[src/stb_pkg.sv]
`default_nettype none
package stb_pkg;

  localparam int POS_BITS    = 24;
  localparam int LINE_BITS   = 20;
  localparam int KW_MAX_LEN  = 11;
  localparam int KW_IDX_BITS = $clog2(KW_MAX_LEN);
  localparam int KW_COUNT    = 4;
  localparam int MAX_TOKENS  = 3;

  typedef enum logic [3:0] {
    M_IDLE,
    M_SLASH,
    M_OPER,
    M_COMMENT,
    M_STRING,
    M_NUM_INT,
    M_NUM_DOT,
    M_NUM_FRAC,
    M_IDENT
  } scan_mode_t;

  localparam logic [4:0] K_MINUS  = 5'd0;
  localparam logic [4:0] K_PLUS   = 5'd1;
  localparam logic [4:0] K_SLASH  = 5'd2;
  localparam logic [4:0] K_STAR   = 5'd3;
  localparam logic [4:0] K_BANG   = 5'd4;
  localparam logic [4:0] K_STRING = 5'd12;
  localparam logic [4:0] K_NUMBER = 5'd13;
  localparam logic [4:0] K_IDENT  = 5'd14;
  localparam logic [4:0] K_KW0    = 5'd15;
  localparam logic [4:0] K_ERROR  = 5'd19;
  localparam logic [4:0] K_EOF    = 5'd20;

  localparam logic E_UNEXPECTED   = 1'b0;
  localparam logic E_UNTERMINATED = 1'b1;

  localparam logic [1:0] OP_BANG    = 2'd0;
  localparam logic [1:0] OP_EQ      = 2'd1;
  localparam logic [1:0] OP_LESS    = 2'd2;
  localparam logic [1:0] OP_GREATER = 2'd3;

  localparam logic [7:0] CH_NUL     = 8'h00;
  localparam logic [7:0] CH_TAB     = 8'h09;
  localparam logic [7:0] CH_LF      = 8'h0A;
  localparam logic [7:0] CH_CR      = 8'h0D;
  localparam logic [7:0] CH_SPACE   = 8'h20;
  localparam logic [7:0] CH_BANG    = 8'h21;
  localparam logic [7:0] CH_QUOTE   = 8'h22;
  localparam logic [7:0] CH_STAR    = 8'h2A;
  localparam logic [7:0] CH_PLUS    = 8'h2B;
  localparam logic [7:0] CH_MINUS   = 8'h2D;
  localparam logic [7:0] CH_DOT     = 8'h2E;
  localparam logic [7:0] CH_SLASH   = 8'h2F;
  localparam logic [7:0] CH_LESS    = 8'h3C;
  localparam logic [7:0] CH_EQ      = 8'h3D;
  localparam logic [7:0] CH_GREATER = 8'h3E;

  // keyword spellings, zero padded
  localparam logic [7:0] KW_TEXT [KW_COUNT][KW_MAX_LEN] = '{
    '{8'h53, 8'h70, 8'h61, 8'h63, 8'h65, 8'h4F, 8'h64, 8'h64, 8'h69, 8'h74, 8'h79},
    '{8'h53, 8'h74, 8'h61, 8'h72, 8'h6D, 8'h61, 8'h6E, 8'h00, 8'h00, 8'h00, 8'h00},
    '{8'h5A, 8'h69, 8'h67, 8'h67, 8'h79, 8'h00, 8'h00, 8'h00, 8'h00, 8'h00, 8'h00},
    '{8'h4D, 8'h61, 8'h6A, 8'h6F, 8'h72, 8'h54, 8'h6F, 8'h6D, 8'h00, 8'h00, 8'h00}
  };
  localparam logic [4:0] KW_LEN [KW_COUNT] = '{5'd11, 5'd7, 5'd5, 5'd8};

  typedef struct packed {
    logic [4:0]           kind;
    logic                 code;
    logic [POS_BITS-1:0]  start;
    logic [POS_BITS-1:0]  len;
    logic [LINE_BITS-1:0] line;
  } tok_t;

  typedef struct packed {
    logic [1:0]                  cnt;
    tok_t [MAX_TOKENS-1:0]       tok;
  } bundle_t;

endpackage
`default_nettype wire

[src/source_byte_tokenizer.sv]
// Streaming source tokenizer, one source byte per input transfer.
// Input channel: in_valid/in_ready with in_source_byte; a zero byte ends the
//   source, emits EOF and restarts offset and line counting.
// Output channel: out_valid/out_ready, one token per transfer with kind,
//   error code, start offset, length, line and a last-of-run flag marking
//   the final token caused by one input byte (a byte causes 0 to 3 tokens).
// Throughput: one byte per cycle while the queue has room; a byte causing k
//   tokens takes k output transfers. The scanner writes a bundle of tokens
//   per token-producing byte into a two-entry queue, and the output side
//   drains one token a cycle while out_ready is high, oldest bundle first.
// in_ready drops only when both queue entries are occupied, so a stalled
//   receiver holds the current token and stops input after two bundles.
// Reset (synchronous, rst_n low): scanner idle, offset 0, line 1, queue
//   empty. No clearing pass is needed.
`default_nettype none
module source_byte_tokenizer (
  input  logic                         clk,
  input  logic                         rst_n,
  input  logic                         in_valid,
  output logic                         in_ready,
  input  logic [7:0]                   in_source_byte,
  output logic                         out_valid,
  input  logic                         out_ready,
  output logic [4:0]                   out_token_kind,
  output logic                         out_error_code,
  output logic [stb_pkg::POS_BITS-1:0]  out_start_offset,
  output logic [stb_pkg::POS_BITS-1:0]  out_token_length,
  output logic [stb_pkg::LINE_BITS-1:0] out_line_number,
  output logic                         out_last_of_run
);
  import stb_pkg::*;

  logic    push, q_full;
  bundle_t push_data;

  stb_front u_front (
    .clk, .rst_n, .in_valid, .in_ready, .in_source_byte,
    .q_full, .push, .push_data
  );

  stb_back u_back (
    .clk, .rst_n, .push, .push_data, .q_full,
    .out_valid, .out_ready, .out_token_kind, .out_error_code,
    .out_start_offset, .out_token_length, .out_line_number, .out_last_of_run
  );

endmodule
`default_nettype wire

[src/stb_front.sv]
`default_nettype none
module stb_front (
  input  logic            clk,
  input  logic            rst_n,
  input  logic            in_valid,
  output logic            in_ready,
  input  logic [7:0]      in_source_byte,
  input  logic            q_full,
  output logic            push,
  output stb_pkg::bundle_t push_data
);
  import stb_pkg::*;

  localparam logic [POS_BITS-1:0]  POS_MAX  = '1;
  localparam logic [LINE_BITS-1:0] LINE_MAX = '1;

  scan_mode_t             mode_r, mode_nxt;
  logic [1:0]             pend_r, pend_nxt;
  logic [POS_BITS-1:0]    pos_r, pos_nxt;
  logic [POS_BITS-1:0]    tstart_r, tstart_nxt;
  logic [LINE_BITS-1:0]   line_r, line_nxt;
  logic [7:0]             prefix_r [KW_MAX_LEN];

  logic                   fire;
  logic                   pw_en;
  logic [KW_IDX_BITS-1:0] pw_idx;
  tok_t [MAX_TOKENS-1:0]  toks;
  logic [1:0]             n;

  function automatic logic [POS_BITS-1:0] span(input logic [POS_BITS-1:0] e,
                                               input logic [POS_BITS-1:0] s);
    return (e > s) ? e - s : '0;
  endfunction

  assign in_ready = !q_full;
  assign fire     = in_valid && in_ready;

  always_comb begin
    logic [7:0]          c;
    logic [POS_BITS-1:0] p_inc;
    logic [POS_BITS-1:0] wlen;
    logic [POS_BITS-1:0] dot;
    logic                digit_c;
    logic                alpha_c;
    logic                do_idle;
    logic                line_up;
    logic                restart;
    logic                hit;
    logic [4:0]          opk;
    logic [4:0]          wkind;
    c        = in_source_byte;
    p_inc    = (pos_r == POS_MAX) ? pos_r : pos_r + 1'b1;
    wlen     = span(pos_r, tstart_r);
    dot      = (pos_r > tstart_r) ? pos_r - 1'b1 : tstart_r;
    digit_c  = (c >= 8'h30) && (c <= 8'h39);
    alpha_c  = ((c >= 8'h61) && (c <= 8'h7A)) || ((c >= 8'h41) && (c <= 8'h5A))
               || (c == 8'h5F);
    opk      = K_BANG + {2'b00, pend_r, 1'b0};
    wkind    = K_IDENT;
    for (int k = 0; k < KW_COUNT; k++) begin
      hit = (wlen == POS_BITS'(KW_LEN[k]));
      for (int i = 0; i < KW_MAX_LEN; i++) begin
        if ((5'(i) < KW_LEN[k]) && (prefix_r[i] != KW_TEXT[k][i])) hit = 1'b0;
      end
      if (hit && (wkind == K_IDENT)) wkind = K_KW0 + 5'(k);
    end
    mode_nxt   = mode_r;
    pend_nxt   = pend_r;
    tstart_nxt = tstart_r;
    do_idle    = 1'b0;
    line_up    = 1'b0;
    restart    = 1'b0;
    pw_en      = 1'b0;
    pw_idx     = wlen[KW_IDX_BITS-1:0];
    toks       = '0;
    n          = 2'd0;

    case (mode_r)
      M_SLASH: begin
        if (c == CH_SLASH) begin
          mode_nxt = M_COMMENT;
        end else begin
          toks[n] = '{K_SLASH, 1'b0, tstart_r, POS_BITS'(1), line_r};
          n = n + 1'b1;
          do_idle = 1'b1;
        end
      end
      M_OPER: begin
        if (c == CH_EQ) begin
          toks[n] = '{opk + 5'd1, 1'b0, tstart_r, span(p_inc, tstart_r), line_r};
          n = n + 1'b1;
          mode_nxt = M_IDLE;
        end else begin
          toks[n] = '{opk, 1'b0, tstart_r, POS_BITS'(1), line_r};
          n = n + 1'b1;
          do_idle = 1'b1;
        end
      end
      M_COMMENT: begin
        if (c == CH_LF) begin
          line_up  = 1'b1;
          mode_nxt = M_IDLE;
        end else if (c == CH_NUL) begin
          do_idle = 1'b1;
        end
      end
      M_STRING: begin
        if (c == CH_QUOTE) begin
          toks[n] = '{K_STRING, 1'b0, tstart_r, span(p_inc, tstart_r), line_r};
          n = n + 1'b1;
          mode_nxt = M_IDLE;
        end else if (c == CH_LF) begin
          line_up = 1'b1;
        end else if (c == CH_NUL) begin
          toks[n] = '{K_ERROR, E_UNTERMINATED, tstart_r, wlen, line_r};
          n = n + 1'b1;
          do_idle = 1'b1;
        end
      end
      M_NUM_INT: begin
        if (c == CH_DOT) begin
          mode_nxt = M_NUM_DOT;
        end else if (!digit_c) begin
          toks[n] = '{K_NUMBER, 1'b0, tstart_r, wlen, line_r};
          n = n + 1'b1;
          do_idle = 1'b1;
        end
      end
      M_NUM_DOT: begin
        if (digit_c) begin
          mode_nxt = M_NUM_FRAC;
        end else begin
          toks[n] = '{K_NUMBER, 1'b0, tstart_r, span(dot, tstart_r), line_r};
          n = n + 1'b1;
          toks[n] = '{K_ERROR, E_UNEXPECTED, dot, POS_BITS'(1), line_r};
          n = n + 1'b1;
          do_idle = 1'b1;
        end
      end
      M_NUM_FRAC: begin
        if (!digit_c) begin
          toks[n] = '{K_NUMBER, 1'b0, tstart_r, wlen, line_r};
          n = n + 1'b1;
          do_idle = 1'b1;
        end
      end
      M_IDENT: begin
        if (alpha_c || digit_c) begin
          pw_en = (wlen < POS_BITS'(KW_MAX_LEN));
        end else begin
          toks[n] = '{wkind, 1'b0, tstart_r, wlen, line_r};
          n = n + 1'b1;
          do_idle = 1'b1;
        end
      end
      default: do_idle = 1'b1;
    endcase

    if (do_idle) begin
      mode_nxt = M_IDLE;
      case (c)
        CH_SPACE, CH_CR, CH_TAB: ;
        CH_LF: line_up = 1'b1;
        CH_SLASH: begin
          tstart_nxt = pos_r;
          mode_nxt   = M_SLASH;
        end
        CH_MINUS, CH_PLUS, CH_STAR: begin
          tstart_nxt = pos_r;
          toks[n] = '{(c == CH_MINUS) ? K_MINUS : (c == CH_PLUS) ? K_PLUS : K_STAR,
                      1'b0, pos_r, POS_BITS'(1), line_r};
          n = n + 1'b1;
        end
        CH_BANG, CH_EQ, CH_LESS, CH_GREATER: begin
          tstart_nxt = pos_r;
          mode_nxt   = M_OPER;
          pend_nxt   = (c == CH_BANG) ? OP_BANG : (c == CH_EQ) ? OP_EQ :
                       (c == CH_LESS) ? OP_LESS : OP_GREATER;
        end
        CH_QUOTE: begin
          tstart_nxt = pos_r;
          mode_nxt   = M_STRING;
        end
        CH_NUL: begin
          toks[n] = '{K_EOF, 1'b0, pos_r, POS_BITS'(0), line_r};
          n = n + 1'b1;
          restart = 1'b1;
        end
        default: begin
          tstart_nxt = pos_r;
          if (alpha_c) begin
            pw_en    = 1'b1;
            pw_idx   = '0;
            mode_nxt = M_IDENT;
          end else if (digit_c) begin
            mode_nxt = M_NUM_INT;
          end else begin
            toks[n] = '{K_ERROR, E_UNEXPECTED, pos_r, POS_BITS'(1), line_r};
            n = n + 1'b1;
          end
        end
      endcase
    end

    line_nxt = (line_up && (line_r != LINE_MAX)) ? line_r + 1'b1 : line_r;
    pos_nxt  = p_inc;
    if (restart) begin
      mode_nxt   = M_IDLE;
      pend_nxt   = OP_BANG;
      pos_nxt    = '0;
      tstart_nxt = '0;
      line_nxt   = LINE_BITS'(1);
    end
  end

  assign push           = fire && (n != 2'd0);
  assign push_data.cnt  = n;
  assign push_data.tok  = toks;

  always_ff @(posedge clk) begin
    if (!rst_n) begin
      mode_r   <= M_IDLE;
      pend_r   <= OP_BANG;
      pos_r    <= '0;
      tstart_r <= '0;
      line_r   <= LINE_BITS'(1);
    end else if (fire) begin
      mode_r   <= mode_nxt;
      pend_r   <= pend_nxt;
      pos_r    <= pos_nxt;
      tstart_r <= tstart_nxt;
      line_r   <= line_nxt;
    end
  end

  always_ff @(posedge clk) begin
    if (fire && pw_en) prefix_r[pw_idx] <= in_source_byte;
  end

endmodule
`default_nettype wire

[src/stb_back.sv]
`default_nettype none
module stb_back (
  input  logic                         clk,
  input  logic                         rst_n,
  input  logic                         push,
  input  stb_pkg::bundle_t             push_data,
  output logic                         q_full,
  output logic                         out_valid,
  input  logic                         out_ready,
  output logic [4:0]                   out_token_kind,
  output logic                         out_error_code,
  output logic [stb_pkg::POS_BITS-1:0]  out_start_offset,
  output logic [stb_pkg::POS_BITS-1:0]  out_token_length,
  output logic [stb_pkg::LINE_BITS-1:0] out_line_number,
  output logic                         out_last_of_run
);
  import stb_pkg::*;

  bundle_t    mem_r [2];
  logic       wr_ptr_r, rd_ptr_r;
  logic [1:0] count_r, count_nxt;
  logic [1:0] idx_r;
  bundle_t    head;
  tok_t       tok;
  logic       last, xfer, pop;

  assign head      = mem_r[rd_ptr_r];
  assign tok       = head.tok[idx_r];
  assign last      = (idx_r == head.cnt - 2'd1);
  assign out_valid = (count_r != 2'd0);
  assign xfer      = out_valid && out_ready;
  assign pop       = xfer && last;
  assign q_full    = (count_r == 2'd2);

  assign out_token_kind   = tok.kind;
  assign out_error_code   = tok.code;
  assign out_start_offset = tok.start;
  assign out_token_length = tok.len;
  assign out_line_number  = tok.line;
  assign out_last_of_run  = last;

  always_comb begin
    count_nxt = count_r;
    if (push && !pop) count_nxt = count_r + 2'd1;
    else if (!push && pop) count_nxt = count_r - 2'd1;
  end

  always_ff @(posedge clk) begin
    if (!rst_n) begin
      wr_ptr_r <= 1'b0;
      rd_ptr_r <= 1'b0;
      count_r  <= 2'd0;
      idx_r    <= 2'd0;
    end else begin
      count_r <= count_nxt;
      if (push) wr_ptr_r <= !wr_ptr_r;
      if (pop) rd_ptr_r <= !rd_ptr_r;
      if (xfer) idx_r <= last ? 2'd0 : idx_r + 2'd1;
    end
  end

  always_ff @(posedge clk) begin
    if (push) mem_r[wr_ptr_r] <= push_data;
  end

endmodule
`default_nettype wire

[config.mk]
export PLATFORM = sky130hd
export DESIGN_NAME = source_byte_tokenizer
export DESIGN_NICKNAME = d
export VERILOG_FILES = /design/src/stb_pkg.sv /design/src/source_byte_tokenizer.sv /design/src/stb_front.sv /design/src/stb_back.sv
export SDC_FILE = /design/constraint.sdc
export NUM_CORES = 1
export LEC_CHECK = 0
export ABC_CLOCK_PERIOD_IN_PS = 17100
export BUFFER_PORTS_ARGS = -buffer_cell sky130_fd_sc_hd__buf_2
export CELL_PAD_IN_SITES_DETAIL_PLACEMENT = 0
export CELL_PAD_IN_SITES_GLOBAL_PLACEMENT = 2
export CORE_AREA = 2 2 258 260
export CTS_CLUSTER_DIAMETER = 150
export DETAILED_ROUTE_END_ITERATION = 10
export DIE_AREA = 0 0 260 262
export PLACE_DENSITY_LB_ADDON = 0.1
export SYNTH_ARGS = -nofsm -noshare
export SYNTH_HDL_FRONTEND = slang
export SYNTH_SLANG_ARGS = --single-unit
[constraint.sdc]
create_clock -name clk -period 17.1 [get_ports clk]
set_clock_uncertainty 0.1 [all_clocks]
set_input_delay 3.42 -clock clk [delete_from_list [all_inputs] [get_ports clk]]
set_output_delay 3.42 -clock clk [all_outputs]
set_load 0.03 [all_outputs]
# Word level (Yosys, flattened, before mapping)

Memory sizes are Yosys's and may differ from the RTL's. A register that Yosys moved wholly into a read port is not among the register bits.
Index checks and enable logic that the tools add are counted.

$add $sub $neg: 13
Multiply operators: 0
Divide/modulo/power cells: 0
$lt $le $gt $ge: 13
Equal/unequal tests: 70
Shift operators: 0
Multiplexer cells: 133
Bitwise gates (word level): 0
Reduce and logical (&&, ||, !) cells: 43

Operators by type and width:

| cell                                           | number |
|---|---|
| bitwise mux 222 bit                            | 3 |
| two-way mux 222 bit                            | 3 |
| two-way mux 74 bit                             | 9 |
| case mux 222 bit (3 select lines)              | 1 |
| case mux 74 bit (7 select lines)               | 1 |
| != test 8 x 7 -> 1 bit, second input constant  | 29 |
| two-way mux 24 bit                             | 9 |
| binary-select mux 74 bit (select 2 bit)        | 1 |
| demux 74 bit (select 2 bit)                    | 1 |
| two-way mux 148 bit                            | 1 |
| == test 8 x 6 -> 1 bit, second input constant  | 11 |
| two-way mux 73 bit                             | 1 |
| greater-than comparator 24 bit                 | 3 |
| subtractor 24 bit                              | 3 |
| two-way mux 71 bit                             | 1 |
| two-way mux 1 bit                              | 61 |
| == test 24 x 3 -> 1 bit, second input constant | 2 |
| == test 24 x 4 -> 1 bit, second input constant | 2 |
| two-way mux 4 bit                              | 12 |
| two-way mux 20 bit                             | 2 |
| two-way mux 2 bit                              | 16 |
| adder 24 x 1 -> 24 bit, second input constant  | 1 |
| == test 24 bit, second input constant          | 1 |
| == test 8 x 4 -> 1 bit, second input constant  | 3 |
| other kinds (48)                               | 95 |

Flip-flop bits (word level): 80
Latch bits: 0
RAM bits: 536
Bits in read-only memories: 0
Bits of input ports: 12
Output and inout bits: 77
Logic and storage cells: 283
Memories kept: 2

Memory list:

| memory           | depth | bits a word | rd ports | clocked after Yosys merged registers in | write ports | RTL line        | RTL |
|---|---|---|---|---|---|---|---|
| u_back.mem_r     | 2     | 224         | 1        | 1                                       | 1           | stb_back.sv:19  | `bundle_t mem_r [2];` |
| u_front.prefix_r | 11    | 8           | 11       | 0                                       | 1           | stb_front.sv:22 | `logic [7:0] prefix_r [KW_MAX_LEN];` |

# Logic depth before layout (Yosys ltp)

Depth after elaboration: 31
Mapped depth: 28
Gate-level depth less buffers: 23

# By module

From an unflattened synthesis, not the netlist that was laid out.

Cell total of the unflattened synthesis: 2709
Area total of the unflattened synthesis: 31996.9 um^2

By module, submodules not included:

| module    | instances | cells each | area each (um^2) | sequential area each (um^2) |
|---|---|---|---|---|
| stb_back  | 1         | 834        | 17306.6          | 13593.0 |
| stb_front | 1         | 1875       | 14690.3          | 4124.0 |

# Worst setup path before layout

No wires, ideal clock.

Path kind: in2reg
Start point: input in_source_byte[5]
End point: memory u_back.mem_r[0][0] in the netlist's numbering, enable pin
Setup time: 0.712 ns
Arrival time: 12.725 ns
Required time: 16.288 ns
Path slack: 3.563 ns
Stages: 11
Buffers on the path: 2
Cells stage by stage: buf_2 > and4b_1 > nor3_1 > o311a_4 > a21o_1 > or4b_4 > buf_6 > and2_4 > a21oi_2 > o21ai_1 > nor2_1

Longest elaborated chain between the ends: 16

RTL lines:

| what                                                                                              | RTL line                                             | RTL |
|---|---|---|
| from (decl)                                                                                       | source_byte_tokenizer.sv:21                          | `input logic [7:0] in_source_byte,` |
| greater-or-equal comparator 8 x 7 -> 1 bit / <= comparator 8 x 7 -> 1 bit (equally long branches) | stb_front.sv:56                                      | `alpha_c = ((c >= 8'h61) && (c <= 8'h7A)) \|\| ((c >= 8'h41) && (c <= 8'h5A))` |
| logical AND 1 bit                                                                                 | stb_front.sv:56                                      |  |
| logical OR 1 bit                                                                                  | stb_front.sv:56                                      |  |
| logical OR 1 bit                                                                                  | stb_front.sv:57                                      | `\|\| (c == 8'h5F);` |
| logical OR 1 bit                                                                                  | stb_front.sv:148                                     | `if (alpha_c \|\| digit_c) begin` |
| two-way mux 1 bit                                                                                 | stb_front.sv:148                                     |  |
| case mux 2 bit (7 select lines)                                                                   | stb_front.sv:78                                      | `case (mode_r)` |
| adder 2 x 1 -> 2 bit                                                                              | stb_front.sv:172, stb_front.sv:186, stb_front.sv:199 |  |
| two-way mux 2 bit                                                                                 | stb_front.sv:195                                     | `end else if (digit_c) begin` |
| two-way mux 2 bit                                                                                 | stb_front.sv:191                                     | `if (alpha_c) begin` |
| case mux 2 bit (2 select lines)                                                                   | stb_front.sv:161                                     | `case (c)` |
| two-way mux 2 bit *                                                                               | stb_front.sv:159                                     | `if (do_idle) begin` |
| nonzero test 2 bit *                                                                              | stb_front.sv:216                                     | `assign push = fire && (n != 2'd0);` |
| logical AND 1 bit *                                                                               | stb_front.sv:216                                     |  |
| two-way mux 1 bit *                                                                               | stb_back.sv:63                                       | `if (push) mem_r[wr_ptr_r] <= push_data;` |
| two-way mux 1 bit (not written as such) *                                                         | stb_back.sv:63                                       |  |
| to (decl)                                                                                         | stb_back.sv:19                                       |  |

Mark *: on every way between the ends. The rest lies on a longest branch, timed or not.

# Worst setup path in the final report

Start point: input in_source_byte[5]
End point: memory u_back.mem_r[1][57] in the netlist's numbering, enable pin

Longest elaborated chain between the ends: 16

RTL lines:

| what                                                                                              | RTL line                                             | RTL |
|---|---|---|
| greater-or-equal comparator 8 x 7 -> 1 bit / <= comparator 8 x 7 -> 1 bit (equally long branches) | stb_front.sv:56                                      |  |
| logical AND 1 bit                                                                                 | stb_front.sv:56                                      |  |
| logical OR 1 bit                                                                                  | stb_front.sv:56                                      |  |
| logical OR 1 bit                                                                                  | stb_front.sv:57                                      |  |
| logical OR 1 bit                                                                                  | stb_front.sv:148                                     |  |
| two-way mux 1 bit                                                                                 | stb_front.sv:148                                     |  |
| case mux 2 bit (7 select lines)                                                                   | stb_front.sv:78                                      |  |
| adder 2 x 1 -> 2 bit                                                                              | stb_front.sv:172, stb_front.sv:186, stb_front.sv:199 |  |
| two-way mux 2 bit                                                                                 | stb_front.sv:195                                     |  |
| two-way mux 2 bit                                                                                 | stb_front.sv:191                                     |  |
| case mux 2 bit (2 select lines)                                                                   | stb_front.sv:161                                     |  |
| two-way mux 2 bit *                                                                               | stb_front.sv:159                                     |  |
| nonzero test 2 bit *                                                                              | stb_front.sv:216                                     |  |
| logical AND 1 bit *                                                                               | stb_front.sv:216                                     |  |
| net push                                                                                          | source_byte_tokenizer.sv:33                          | `logic push, q_full;` |
| two-way mux 1 bit *                                                                               | stb_back.sv:63                                       |  |
| two-way mux 1 bit (not written as such) *                                                         | stb_back.sv:63                                       |  |

The timed path passes the listed nets; every way through them passes the cells marked *.

==> key figures <==
Routing
  – WL final: 80200 um
  – DRC: 0
  – Via density: 5.73
  – Drt wl/cell: 23.2 um
  – DR iter-0 viols: 1483
  – Pre-antenna DRT Iters: 5
  – Total number of vias: 19800
  – Final ANT Viol Nets: 0

Final layout
  – ANT cells: 0
  – Area delta synth->final: 11.6%
  – Final core occ: 0.475
  – Layout cells sized above 1: 0.124
  – Filler cell count: 6044
  – Layout Nets: 2646

Timing
  – Final period util: 0.527
  – Worst slew margin: 0.165
  – Setup TNS Final: 0 ps
  – Fmax: 111 MHz
  – Fin. Hold Viols: 0
  – Setup violators final: 0
  – RSZ-0062 raised after global routing: no
  – Slew at the pin with the worst max-slew slack: 1250 ps
  – Final Max Tran Viols: 0
  – Period minus WS final: 9010 ps

Yosys
  – Seq/Total Area, Yosys: 0.529
  – #FFs+latches synth: 517
  – Largest family of logic cells by synthesized area: simple AND/OR/NAND/NOR gates
  – Post-Synthesis Cells: 2509
  – Primary FF master, synth: edfxtp_1
  – Avg Cell Area, Syn: 11.1 um2
  – Synth cell types: 100
  – Xor and xnor area share after synthesis: 0.0375
  – Post-Synth Simple-Gate Area: 0.165
  – EDFF count, synth: 436
  – Synth Warn #: 0
  – Synth Area in Compound Gates: 0.120
  – Multiplexer share of the synthesized area: 0.0726
  – Post-synth ARST share: 0
  – Syn Nets: 2603
  – Synth Area in Adders: 0.0377
  – Post-Syn Area: 27800 um2

Clock network
  – Worst-skew pair later-pin latency: 620 ps
  – Number of setup buffers added after CTS: 0
  – CTS tree: built
  – Clk root buf: clkbuf_16
  – CTS sink cnt: 517
  – Worst-path clk slew: 60 ps
  – # H-tree levels: 2
  – Post-cts repair resize count: 0
  – Num CTS Buffers: 55
  – CTS Buffer Depth: 3
  – Hold buffer count at CTS: 0

Status
  – Status: finished, final reports clean

Critical path
  – Crit end category: register
  – Req. time, crit path: 17240 ps
  – Reg2Reg Depth: 24
  – R2R Setup Slk: 9430 ps
  – Critical path arrival: 9150 ps
  – Crit path max fanout: 65
  – Setup CP Type: input pin to register
  – Worst setup SP type: input pin
  – R2r endpoint: u_back.mem_r[1][29]
  – Reg-to-Reg Start: u_front.pos_r[0]

Worst hold path
  – Worst min-delay path class: register to register
  – Worst hold path startpoint: u_front.tstart_r[16]
  – Hold endpoint: u_front.tstart_r[16]
  – Hold Path Cell Cnt: 2

Die
  – Rows: 94
  – I/O pins: 89
  – CORE AREA: 65300 um2
  – Starting Density: 0.426
  – Die height: 262 um
  – Die ar.: 68100 um2
  – Die Wd: 260 um

Placement
  – Routability cong.: 0.828
  – PortBufs: 88
  – Detailed placement HPWL: 55300 um

GRT
  – Initial antenna violation count: 0
  – First-pass GRT wire length: 120000 um
  – GR Overflow Total: 0
  – All-layer global routing usage: 0.233
  – Vias in the first global route: 19300
  – Largest net degree at the start of global routing: 173

Power and ir drop
  – Power per Cell Area: 173 nW/um2
  – Peak VDD IR: 0.000136 V
  – Leakage: 11.1 nW
  – Overall power: 5.37 mW

Run
  – Max_cap viols: 0
-- cells by family after synthesis --
logic type | Yosys count
fa+ha+maj | 82
buf+inv | 262
flops | 517
simple gates | 875
xor+xnor | 119
mux | 140
compound gates | 514
-- per-stage QoR --
| stage | hold WS (ps) | std cells | setup slack [ps] | cell area, um2 |
|---|---|---|---|---|
| 2_1_floorplan | 344 | 2509 | 3560 | 27800 |
| 3_3_place_gp | 356 | 3359 | 7450 | 29100 |
| 3_5_place_dp | 371 | 3359 | 7370 | 29100 |
| 4_1_cts | 380 | 3463 | 8050 | 31000 |
| 5_1_grt | 399 | 3463 | 7660 | 31000 |
| 6_report | 378 | 3463 | 8090 | 31000 |
-- cell usage after synthesis (all sizes together), types with 49 or more instances --
| cell | instances | share of area |
|---|---|---|
| edfxtp | 436 | 0.47 |
| nand2 | 217 | 0.030 |
| nor2 | 171 | 0.023 |
| a21oi | 127 | 0.023 |
| inv | 119 | 0.016 |
| and2 | 116 | 0.026 |
| o21ai | 116 | 0.021 |
| clkbuf | 101 | 0.014 |
| mux2i | 87 | 0.031 |
| nand3 | 83 | 0.016 |
| dfxtp | 81 | 0.058 |
| ha | 79 | 0.036 |
| xnor2 | 72 | 0.023 |
| nor3 | 52 | 0.0095 |
| o22ai | 51 | 0.011 |
| mux4 | 49 | 0.040 |
-- how the worst max path moves through the flow --
stage | cells past startpoint | slack (ps) | to | startpoint
final | 13 | 8090 | u_back.mem_r[1][57] | in_source_byte[5]
after global routing | 14 | 7660 | u_back.mem_r[1][59] | in_source_byte[5]
after CTS | 13 | 8050 | u_back.mem_r[1][207] | in_source_byte[5]
after detailed placement | 13 | 7370 | u_back.mem_r[1][213] | in_source_byte[5]
after global placement | 13 | 7450 | u_back.mem_r[1][213] | in_source_byte[5]
after floorplan | 11 | 3560 | u_back.mem_r[0][0] | in_source_byte[5]
-- critical path: stages --
cell     delay (ps)
buf_2           310
nor3b_2         720
nand3_1         420
o21ai_0         340
o31ai_2         150
or4b_4          660
and2_1          270
mux2i_1         170
o21ai_1         130
inv_1           120
and2_4          610
buf_4           890
buf_4           780
-- per-layer routing --
metal,wire length [um],vias to the layer above,GRT usage
met1,38300,9890,0.338
met4,1680,0,0.0533
met2,36700,478,0.374
met3,3520,101,0.0293
met5,0,-,0
li1,-,9379,-
-- flip-flops by register name, indices dropped and copies added (netlist names), named ones only --
name	count
u_back.idx_r	2
u_front.pos_r	24
u_front.line_r	20
u_back.wr_ptr_r	1
u_back.rd_ptr_r	1
u_front.pend_r	2
u_back.mem_r	348
u_front.prefix_r	88
u_front.mode_r	4
u_front.tstart_r	24
u_back.count_r	2
-- power breakdown --
group / internal [mW] / switching, mW / leakage, nW / total [mW]
clock network: 0.761 / 0.514 / 0.961 / 1.28
logic: 0.692 / 1.53 / 5.48 / 2.22
registers: 1.78 / 0.103 / 4.71 / 1.88
-- layout by cell type (no fill, tap or decap), types with 79 or more instances in the layout --
master    count
a21oi_1     125
and2_1      112
buf_2        88
edfxtp_1    436
ha_1         79
inv_1       119
mux2i_1      87
nand2_1     214
nand3_1      81
nor2_1      169
o21ai_0     110
-- final cells by class --
cell class                      count  area, um2  area share
Multi-Input combinational cell   1730      12100       0.389
Clock inverter                     36        469      0.0151
Timing Repair Buffer              129        761      0.0245
Clock buffer                       68       1500      0.0482
Tap cell                          864       1080      0.0348
Inverter                          119        447      0.0144
Sequential cell                   517      14700       0.474
No activity file was read; power rests on OpenSTA's default activity.
